===== src/sv/tme_step.sv =====
// ----------------------------------------------------------------------------
// tme_step: move distance reduction
// Reduces the 16-bit repeat amount modulo the tape depth over two register
// stages. A non power of two depth uses a reciprocal multiply and a
// back multiply; the reciprocal is rounded up, which makes the quotient exact
// for every 16-bit amount.
// ----------------------------------------------------------------------------
module tme_step #(
  parameter int unsigned DEPTH = 32768
) (
  input  logic                     clk,
  input  logic                     load_a,
  input  logic                     load_b,
  input  logic [15:0]              amount,
  output logic [$clog2(DEPTH)-1:0] step
);

  localparam int unsigned PW = $clog2(DEPTH);

  generate
    if (DEPTH > 65536) begin : g_wide
      logic [15:0]   amt_r;
      logic [PW-1:0] step_r;

      always_ff @(posedge clk) begin
        if (load_a) begin
          amt_r <= amount;
        end
        if (load_b) begin
          step_r <= PW'(amt_r);
        end
      end

      assign step = step_r;
    end else if ((DEPTH & (DEPTH - 1)) == 0) begin : g_pow2
      logic [15:0]   amt_r;
      logic [PW-1:0] step_r;

      always_ff @(posedge clk) begin
        if (load_a) begin
          amt_r <= amount;
        end
        if (load_b) begin
          step_r <= amt_r[PW-1:0];
        end
      end

      assign step = step_r;
    end else begin : g_recip
      localparam logic [32:0] RECIP =
        33'(((64'd1 << 32) + 64'(DEPTH) - 64'd1) / 64'(DEPTH));

      logic [15:0]   amt_r;
      logic [15:0]   quot_r;
      logic [48:0]   prod_nxt;
      logic [31:0]   back_prod;
      logic [31:0]   rem;
      logic [PW-1:0] step_r;

      always_comb begin
        prod_nxt  = 49'(amount) * 49'(RECIP);
        back_prod = 32'(quot_r) * 32'(DEPTH);
        rem       = 32'(amt_r) - back_prod;
      end

      always_ff @(posedge clk) begin
        if (load_a) begin
          amt_r  <= amount;
          quot_r <= prod_nxt[47:32];
        end
        if (load_b) begin
          step_r <= rem[PW-1:0];
        end
      end

      assign step = step_r;
    end
  endgenerate

endmodule


===== config.mk =====
export PLATFORM = sky130hd
export DESIGN_NAME = tme_step
export DESIGN_NICKNAME = d
export VERILOG_FILES = /design/src/sv/tme_step.sv
export SDC_FILE = /design/constraint.sdc
export NUM_CORES = 1
export LEC_CHECK = 0
export BUFFER_PORTS_ARGS = -buffer_cell sky130_fd_sc_hd__buf_2
export CAP_MARGIN = 20
export CORE_AREA = 2 2 51 53
export CTS_CLUSTER_SIZE = 20
export DETAILED_ROUTE_END_ITERATION = 6
export DIE_AREA = 0 0 53 55
export PLACE_DENSITY_LB_ADDON = 0.08
export SLEW_MARGIN = 20
export SYNTH_ARGS = -nofsm -noshare
export SYNTH_HDL_FRONTEND = slang
export SYNTH_SLANG_ARGS = --single-unit

===== constraint.sdc =====
create_clock -name clk -period 0.8 [get_ports clk]
set_clock_uncertainty 0.1 [all_clocks]
set_input_delay 0.08 -clock clk [delete_from_list [all_inputs] [get_ports clk]]
set_output_delay 0.08 -clock clk [all_outputs]
set_load 0.02 [all_outputs]

==> results.md <==
* Status: finished, violations left
* Failing checks: setup timing
* Initial antenna violation count at 0
* FF-to-FF setup slack at 80 ps
* Drt pass-1 iters at 2
* Via count at 478
* Synth warnings at 0
* Sequential Area at 900.9 µm²
* Die outline height at 55 µm
* Achievable Freq at 0.9679 GHz
* CTS tree: done
* Crit-path cells: buf_6
* Mapped Cells at 30
* Layout cells sized above 1 at 45.35%
* CP top delay family: flip-flops
* Leak at 0.5475 nW
* Pin count of the biggest net entering global routing at 16
* ANT nets after route at 0
* Cts bufs inserted at 5
* I/O pin total at 34
* Unique masters post-synth at 1
* Buffers & Inverters on Critical Path at 1
* VDD IR-drop max at 0.001523 V
* Filler cells at 203
* Register bit total from synthesis at 30
* Multi-input logic area at 0 µm²
* Worst skew pair latency at 310 ps
* IO Port Bufs at 32
* Max-cap violations at 0
* Vias in the first global route at 503
* Root Driver: clkbuf_4
* GRT Util Overall at 10.35%
* Syn nets at 49
* Unrepaired setup endpoints after global routing: yes
* Number of DRC markers in iteration 0 at 6
* Layout Area Growth over Synthesis at 55.00%
* Relative slew slack at 92.76%
* Min-delay worst type: in -> reg
* Gr ovfl total at 0
* Crit-path max cell delay at 400 ps
* H-tree depth at 2
* CORE AREA at 2365 µm²
* Worst Hold Launch: load_a
* Post-route DRC at 0
* WHS Path Cells at 2
* Slew Limit Fails at 0
* WL per Instance at 11.04 µm
* Die width at 53 µm
* Max FO, Critical Path at 1
* Critical path arrival at 850 ps
* Clock tree buffer depth at 2
* Slowest CP cell: edfxtp_1
* Setup slack after layout at -233.2 ps
* Sequential fraction of the synthesis area at 100.0%
* WS Path Type: reg -> out
* Final WL at 1281 µm
* Multi-input combinational cell count at 0
* PD cells at 2107 nW/µm²
* Tmin final at 1033 ps
* Slew @ Worst Pin at 109.3 ps
* Worst r2r src: g_pow2.amt_r[13]
* Worst Path Required at 620 ps
* Crit start category: flop
* Initial Util at 38.10%
* TritonCTS Sinks at 30
* Post-Syn Area at 900.9 µm²
* Reg2reg end: step[13]
* Via/cell ratio at 4.121
* Mean post-synth cell area at 30.03 µm²
* # diodes at 0
* Setup TNS at -3196 ps
* Global-route wire length before repair at 1938 µm
* Nets@finish at 105
* Final Hold Fails at 0
* Total Power at 0.002943 W
* Final setup viols at 15
* R2r worst-path depth at 0
* Number of cell rows at 18
* Worst Hold Path EP: g_pow2.amt_r[10]
* CP Capture Type: output port
* Final period utilization at 129.1%
* Clock-pin slew on the worst setup and hold paths at 80 ps
* GPL Wtd Cong at 0.5622
* Die Area at 2915 µm²
cell type report:
cell class | count | share of cell area, %
clock buffer | 7 | 3.226
sequential | 30 | 64.52
tap | 30 | 2.688
timing repair buffer | 49 | 29.57
cell usage after synthesis (all sizes together):
library cell	instances	area (µm²)
edfxtp	30	900.9
cells in the final DEF (no fill, tap or decap):
| master | Yosys | routed |
|---|---|---|
| clkbuf_4 | 0 | 5 |
| edfxtp_1 | 30 | 30 |
| buf_2 | 0 | 22 |
| clkbuf_1 | 0 | 2 |
| buf_6 | 0 | 10 |
| buf_12 | 0 | 2 |
| dlygate4sd3_1 | 0 | 15 |
power by group:
group | total (W) | leakage [nW] | switching [W] | internal (W)
clock | 0.000754 | 0.0254 | 0.000424 | 0.000330
combinational | 0.000296 | 0.228 | 0.000130 | 0.000166
sequential | 0.00189 | 0.294 | 0.0000304 | 0.00186
logic make-up after synthesis:
logic type	Yosys count	share of synthesized area (%)
DFF	30	100.0
worst max path at each step:
stage | depth (start not counted) | startpoint | slack, ps | endpoint
CTS | 1 | step[0] | -260 | step[0]
finish | 1 | step[0] | -230 | step[0]
detailed placement | 2 | load_b | 80 | step[14]
floorplan | 0 | g_pow2.amt_r[0] | 110 | step[0]
global route | 1 | step[13] | -290 | step[13]
global placement | 2 | load_b | 80 | step[3]
per-stage QoR:
| stage | setup WS, ps | instances | hold WS (ps) | utilization, % | area [µm²] |
|---|---|---|---|---|---|
| 3_5_place_dp | 76.01 | 94 | 158.1 | 48.15 | 1139 |
| 6_report | -233.2 | 116 | 41.62 | 59.05 | 1396 |
| 5_1_grt | -287.1 | 116 | 29.78 | 59.05 | 1396 |
| 2_1_floorplan | 111.2 | 30 | 78.87 | - | 900.9 |
| 4_1_cts | -263.3 | 116 | 26.08 | 56.93 | 1346 |
| 3_3_place_gp | 75.03 | 94 | 155.9 | 48.15 | 1139 |
registers in the layout, summed over array words and instances, names as in the netlist:
| register | flops |
|---|---|
| g_pow2.amt_r | 15 |
| step | 15 |
timing repair:
item | in CTS | in global routing
cloned | 0 | 0
hold buffers | 15 | 0
endpoints found under the hold margin | 15 | 0
buffers inserted | 0 | 0
resized for setup | 4 | 16
endpoints found under the setup margin | 15 | 15
metal layers:
metal  GRT usage [%]  up-vias  part of all wire, %
li1                -      235                    -
met1           8.227      218                   31
met2           19.79       23                   60
met3           6.720        2                  7.8
met4           3.846        0                 0.78
met5               0        -                    0
Power figures use the tool's default switching activity.
