--- config.mk ---
export PLATFORM = sky130hd
export DESIGN_NAME = tme_ptr
export DESIGN_NICKNAME = d
export VERILOG_FILES = /design/src/sv/tme_pkg.sv /design/src/sv/tme_ptr.sv
export SDC_FILE = /design/constraint.sdc
export NUM_CORES = 1
export LEC_CHECK = 0
export ABC_AREA = 1
export BUFFER_PORTS_ARGS = -buffer_cell sky130_fd_sc_hd__buf_2
export CORE_MARGIN = 4
export CORE_UTILIZATION = 51
export CTS_BUF_LIST = sky130_fd_sc_hd__clkbuf_4 sky130_fd_sc_hd__clkbuf_8 sky130_fd_sc_hd__clkbuf_16
export CTS_CLUSTER_DIAMETER = 120
export DETAILED_ROUTE_END_ITERATION = 10
export GPL_TIMING_DRIVEN = 1
export PLACE_DENSITY_LB_ADDON = 0.05
export SLEW_MARGIN = 30
export SYNTH_ARGS = -nofsm -noshare
export SYNTH_HDL_FRONTEND = slang
export SYNTH_SLANG_ARGS = --single-unit
--- constraint.sdc ---
create_clock -name clk -period 2.45 [get_ports clk]
set_input_delay 0.3675 -clock clk [delete_from_list [all_inputs] [get_ports clk]]
set_output_delay 0.3675 -clock clk [all_outputs]
set_load 0.03 [all_outputs]
--- src/sv/tme_pkg.sv ---
// ----------------------------------------------------------------------------
// tme_pkg: shared types for the tape machine execute unit
// Opcode encoding and the instruction record that moves down the pipeline.
// ----------------------------------------------------------------------------
package tme_pkg;

  typedef enum logic [2:0] {
    OP_INC   = 3'd0,
    OP_DEC   = 3'd1,
    OP_LEFT  = 3'd2,
    OP_RIGHT = 3'd3,
    OP_OUT   = 3'd4,
    OP_IN    = 3'd5,
    OP_OPEN  = 3'd6,
    OP_CLOSE = 3'd7
  } op_t;

  // Only the low byte of the repeat amount matters for cell arithmetic;
  // the full amount goes through the step reduction unit instead.
  typedef struct packed {
    op_t         mode;
    logic [7:0]  amount_lo;
    logic [15:0] cur_pc;
    logic [15:0] jump_target;
    logic [7:0]  in_byte;
  } instr_t;

endpackage

--- src/sv/tme_ptr.sv ---
// ----------------------------------------------------------------------------
// tme_ptr: cell pointer register
// Holds the tape pointer and moves it left or right by a reduced step,
// wrapping at the tape depth by an add and compare, or a subtract and borrow.
// ----------------------------------------------------------------------------
module tme_ptr #(
  parameter int unsigned DEPTH = 32768
) (
  input  logic                     clk,
  input  logic                     rst_n,
  input  logic                     upd,
  input  tme_pkg::op_t             mode,
  input  logic [$clog2(DEPTH)-1:0] step,
  output logic [$clog2(DEPTH)-1:0] ptr
);
  import tme_pkg::*;

  localparam int unsigned PW = $clog2(DEPTH);
  localparam logic [PW:0] DEP = (PW + 1)'(DEPTH);

  logic [PW-1:0] ptr_r;
  logic [PW-1:0] ptr_nxt;
  logic [PW:0]   sum;
  logic [PW:0]   diff;
  logic [PW:0]   right_pos;
  logic [PW:0]   left_pos;

  always_comb begin
    sum       = {1'b0, ptr_r} + {1'b0, step};
    diff      = {1'b0, ptr_r} - {1'b0, step};
    right_pos = (sum >= DEP) ? (sum - DEP) : sum;
    // A borrow out of the subtraction means the move crossed cell zero.
    left_pos  = diff[PW] ? (diff + DEP) : diff;
    case (mode)
      OP_LEFT:  ptr_nxt = left_pos[PW-1:0];
      OP_RIGHT: ptr_nxt = right_pos[PW-1:0];
      default:  ptr_nxt = ptr_r;
    endcase
  end

  always_ff @(posedge clk) begin
    if (!rst_n) begin
      ptr_r <= '0;
    end else if (upd) begin
      ptr_r <= ptr_nxt;
    end
  end

  assign ptr = ptr_r;

endmodule

==> results.sh <==
export IMPL_power_density_cell_area_nw_per_um2=370
export IMPL_diodes=0
export IMPL_critPathKind="in -> reg"
export IMPL_first_global_vias=1675
export IMPL_netlist_area_um2=1690
export IMPL_final_common_cell="nand2_1"
export IMPL_die_w_um=65.6
export IMPL_core_area_um2=3100
export IMPL_synth_net_count=292
export IMPL_slew_limit_headroom_pct=49.9
export IMPL_worstPathMaxFanout=4
export IMPL_viasPerCell=4.96
export IMPL_design_area_um2=2340
export IMPL_crit_chain="buf_8, inv_6, nand3_4, nor4_4, buf_4, a21oi_2, xor2_1, ha_1, nand2_2, inv_1, nand2_1, nand2_2, nand2_1, nand2_1, nor2_2, inv_1, nand2_2, nand3_2, nand2_2, inv_2, nor2_1"
export IMPL_antenna_found_initial=0
export IMPL_die_area_um2=4310
export IMPL_instances_no_fill=368
export IMPL_grt_max_degree=23
export IMPL_finalSetupViolations=0
export IMPL_grt_busiest_layer="met2"
export IMPL_rr_endpoint="ptr[8]$_SDFFE_PN0P_"
export IMPL_cts_clk_slew_worst_paths_ns=0.10
export IMPL_layout_common_cells="40 x nand2_1, 36 x buf_4, 32 x buf_2, 26 x inv_1, 20 x nor2_1"
export IMPL_grt_first_pass_wirelength_um=7210
export IMPL_ys_types=33
export IMPL_drc_errors=0
export IMPL_dp_hpwl_um=3380
export IMPL_fmax_mhz=433
export IMPL_multi_input_area_um2=1330
export IMPL_power_leakage_nw=1.27
export IMPL_hp_start="rst_n"
export IMPL_crit_path_end_kind="flop"
export IMPL_numCtsBuffers=3
export IMPL_synthCells=251
export IMPL_arrival_ns=2.54
export IMPL_tns_ns=0
export IMPL_start_kind="primary input"
export IMPL_post_route_min_period_ns=2.31
export IMPL_hold_buffers=0
export IMPL_wire_per_inst_um=12.2
export IMPL_min_delay_path_class="in -> reg"
export IMPL_cts_htree_levels=1
export IMPL_num_vias=1825
export IMPL_cts_sinks=15
export IMPL_yosysWarnings=0
export IMPL_dp_cells=359
export IMPL_seqCellArea_um2=300
export IMPL_largest_reg_flops=15
export IMPL_met2_usage_pct=34.4
export IMPL_avgSynthCellArea_um2=6.74
export IMPL_ant_nets=0
export IMPL_hold_viol=0
export IMPL_slowest_stage="ha_1"
export IMPL_finalNetCount=366
export IMPL_clockRootBuffer="clkbuf_4"
export IMPL_overflow=0
export IMPL_fp_dieH_um=65.6
export IMPL_crit_top_cell="nand2_2"
export IMPL_gp_congestion=0.831
export IMPL_cts_tree="done"
export IMPL_layout_worst_path_cycle_share_pct=94.2
export IMPL_routed_wl_um=4500
export IMPL_fp_row_count=20
export IMPL_drt_iter0_markers=88
export IMPL_holdPathStages=3
export IMPL_ys_ff_latch=15
export IMPL_firstDrtPassIters=5
export IMPL_io_pins=36
export IMPL_grt_setup_unrepaired="yes"
export IMPL_grtUsageMet3_pct=1.54
export IMPL_maxSlewViolCount=0
export IMPL_hold_end="ptr[14]$_SDFFE_PN0P_"
export IMPL_placedInstanceArea_um2=2140
export IMPL_status="complete, no violations"
export IMPL_ys_seq_area_share_pct=17.7
export IMPL_required_ns=2.69
export IMPL_grtUsageMet1_pct=29.3
export IMPL_tightest_slew_ns=0.750
export IMPL_drive_above_1_share_pct=37.7
export IMPL_max_stage_delay_ns=0.31
export IMPL_skew_ns=0.00563
export IMPL_reg2reg_depth=10
export IMPL_clockBufferDepth=2
export IMPL_r2r_start="ptr[0]$_SDFFE_PN0P_"
export IMPL_start_util_pct=54.6
export IMPL_area_growth_synth_to_final_pct=38.5
export IMPL_peakVddDrop_v=0.000171
export IMPL_r2r_slack_ns=0.48
export IMPL_grt_usage_pct=20.9
export IMPL_place_port_buffers=35
export IMPL_clkLatencyLatePin_ns=0.29
export IMPL_maxCapViolCount=0
export IMPL_fillerInstances=280
export IMPL_hold_ws_ns=0.446
## logic make-up (layout without fill, tap and decap cells)
kind of cell | after synthesis | count (layout) | synth area share, %
AO/OA/AOI/OAI | 50 | 50 | 17.8
XOR/XNOR | 17 | 17 | 8.80
adder cells (fa/ha/maj) | 20 | 20 | 15.2
buffers and inverters | 38 | 111 | 9.02
flip-flops | 15 | 15 | 17.7
AND/OR/NAND/NOR | 111 | 111 | 31.4
## synthesized netlist by cell type, drive strengths merged
cell,instances,share of area [%]
nor3,3,0.89
nand4,2,0.74
nand2,50,12
o21a,1,0.44
o21bai,7,3.1
clkinv,1,0.22
nor4,1,0.74
dfxtp,15,18
xnor2,2,1.0
xor2,15,7.8
a31oi,1,0.37
fa,1,1.2
and2,1,0.44
a21oi,20,6.4
o211ai,3,1.6
nor2,26,6.1
ha,19,14
o21ai,14,4.1
or2,5,1.8
o31ai,1,0.44
a21o,3,1.3
nand3,23,8.9
buf,3,1.3
inv,34,7.5
## metal layers
metal / part of all wire [%] / vias up
met2: 46 / 35
li1: - / 967
met5: 0 / -
met1: 49 / 819
met3: 3.8 / 4
met4: 1.0 / 0
## power breakdown
part | switching (mW) | total, mW | internal, mW
sequential | 0.0124 | 0.269 | 0.257
combinational | 0.240 | 0.431 | 0.191
clock | 0.0935 | 0.168 | 0.0744
## metrics by stage
| step | util (%) | power (mW) | worst slack, ns |
|---|---|---|---|
| 2_1_floorplan | - | 0.513 | 0.140 |
| 3_3_place_gp | 69.0 | 0.650 | -0.160 |
| 3_5_place_dp | 69.0 | 0.653 | -0.175 |
| 4_1_cts | 70.0 | 0.816 | 0.101 |
| 5_1_grt | 75.6 | 0.926 | -0.0748 |
| 6_report | 75.6 | 0.868 | 0.142 |
## repair_timing
action | 4_1_cts | 5_1_grt
setup buffers | 0 | 5
resized for setup | 0 | 37
endpoints found under the setup margin | 0 | 7
## area by class of cell
| cell class | instances | share of cell area, % |
|---|---|---|
| multi-input combinational | 198 | 56.8 |
| clock buffer | 4 | 1.28 |
| tap | 44 | 2.35 |
| sequential | 15 | 12.8 |
| inverter | 35 | 6.30 |
| timing repair buffer | 72 | 20.4 |
## worst max path at each step
stage,startpoint,to,slack [ns],cells past startpoint
finish,step[0],ptr[14]$_SDFFE_PN0P_,0.14,21
global route,step[5],ptr[14]$_SDFFE_PN0P_,-0.07,21
CTS,step[1],ptr[14]$_SDFFE_PN0P_,0.10,21
detailed placement,step[1],ptr[14]$_SDFFE_PN0P_,-0.18,21
global placement,step[0],ptr[14]$_SDFFE_PN0P_,-0.16,21
floorplan,step[1],ptr[14]$_SDFFE_PN0P_,0.14,19
## worst max-delay path, delay by kind of cell
family                   cells  cell delay, ns
AO/OA/AOI/OAI                1            0.06
AND/OR/NAND/NOR             12            1.09
XOR/XNOR                     1            0.24
buffers and inverters        6            0.46
adder cells (fa/ha/maj)      1            0.31
Power figures use the tool's default switching activity.
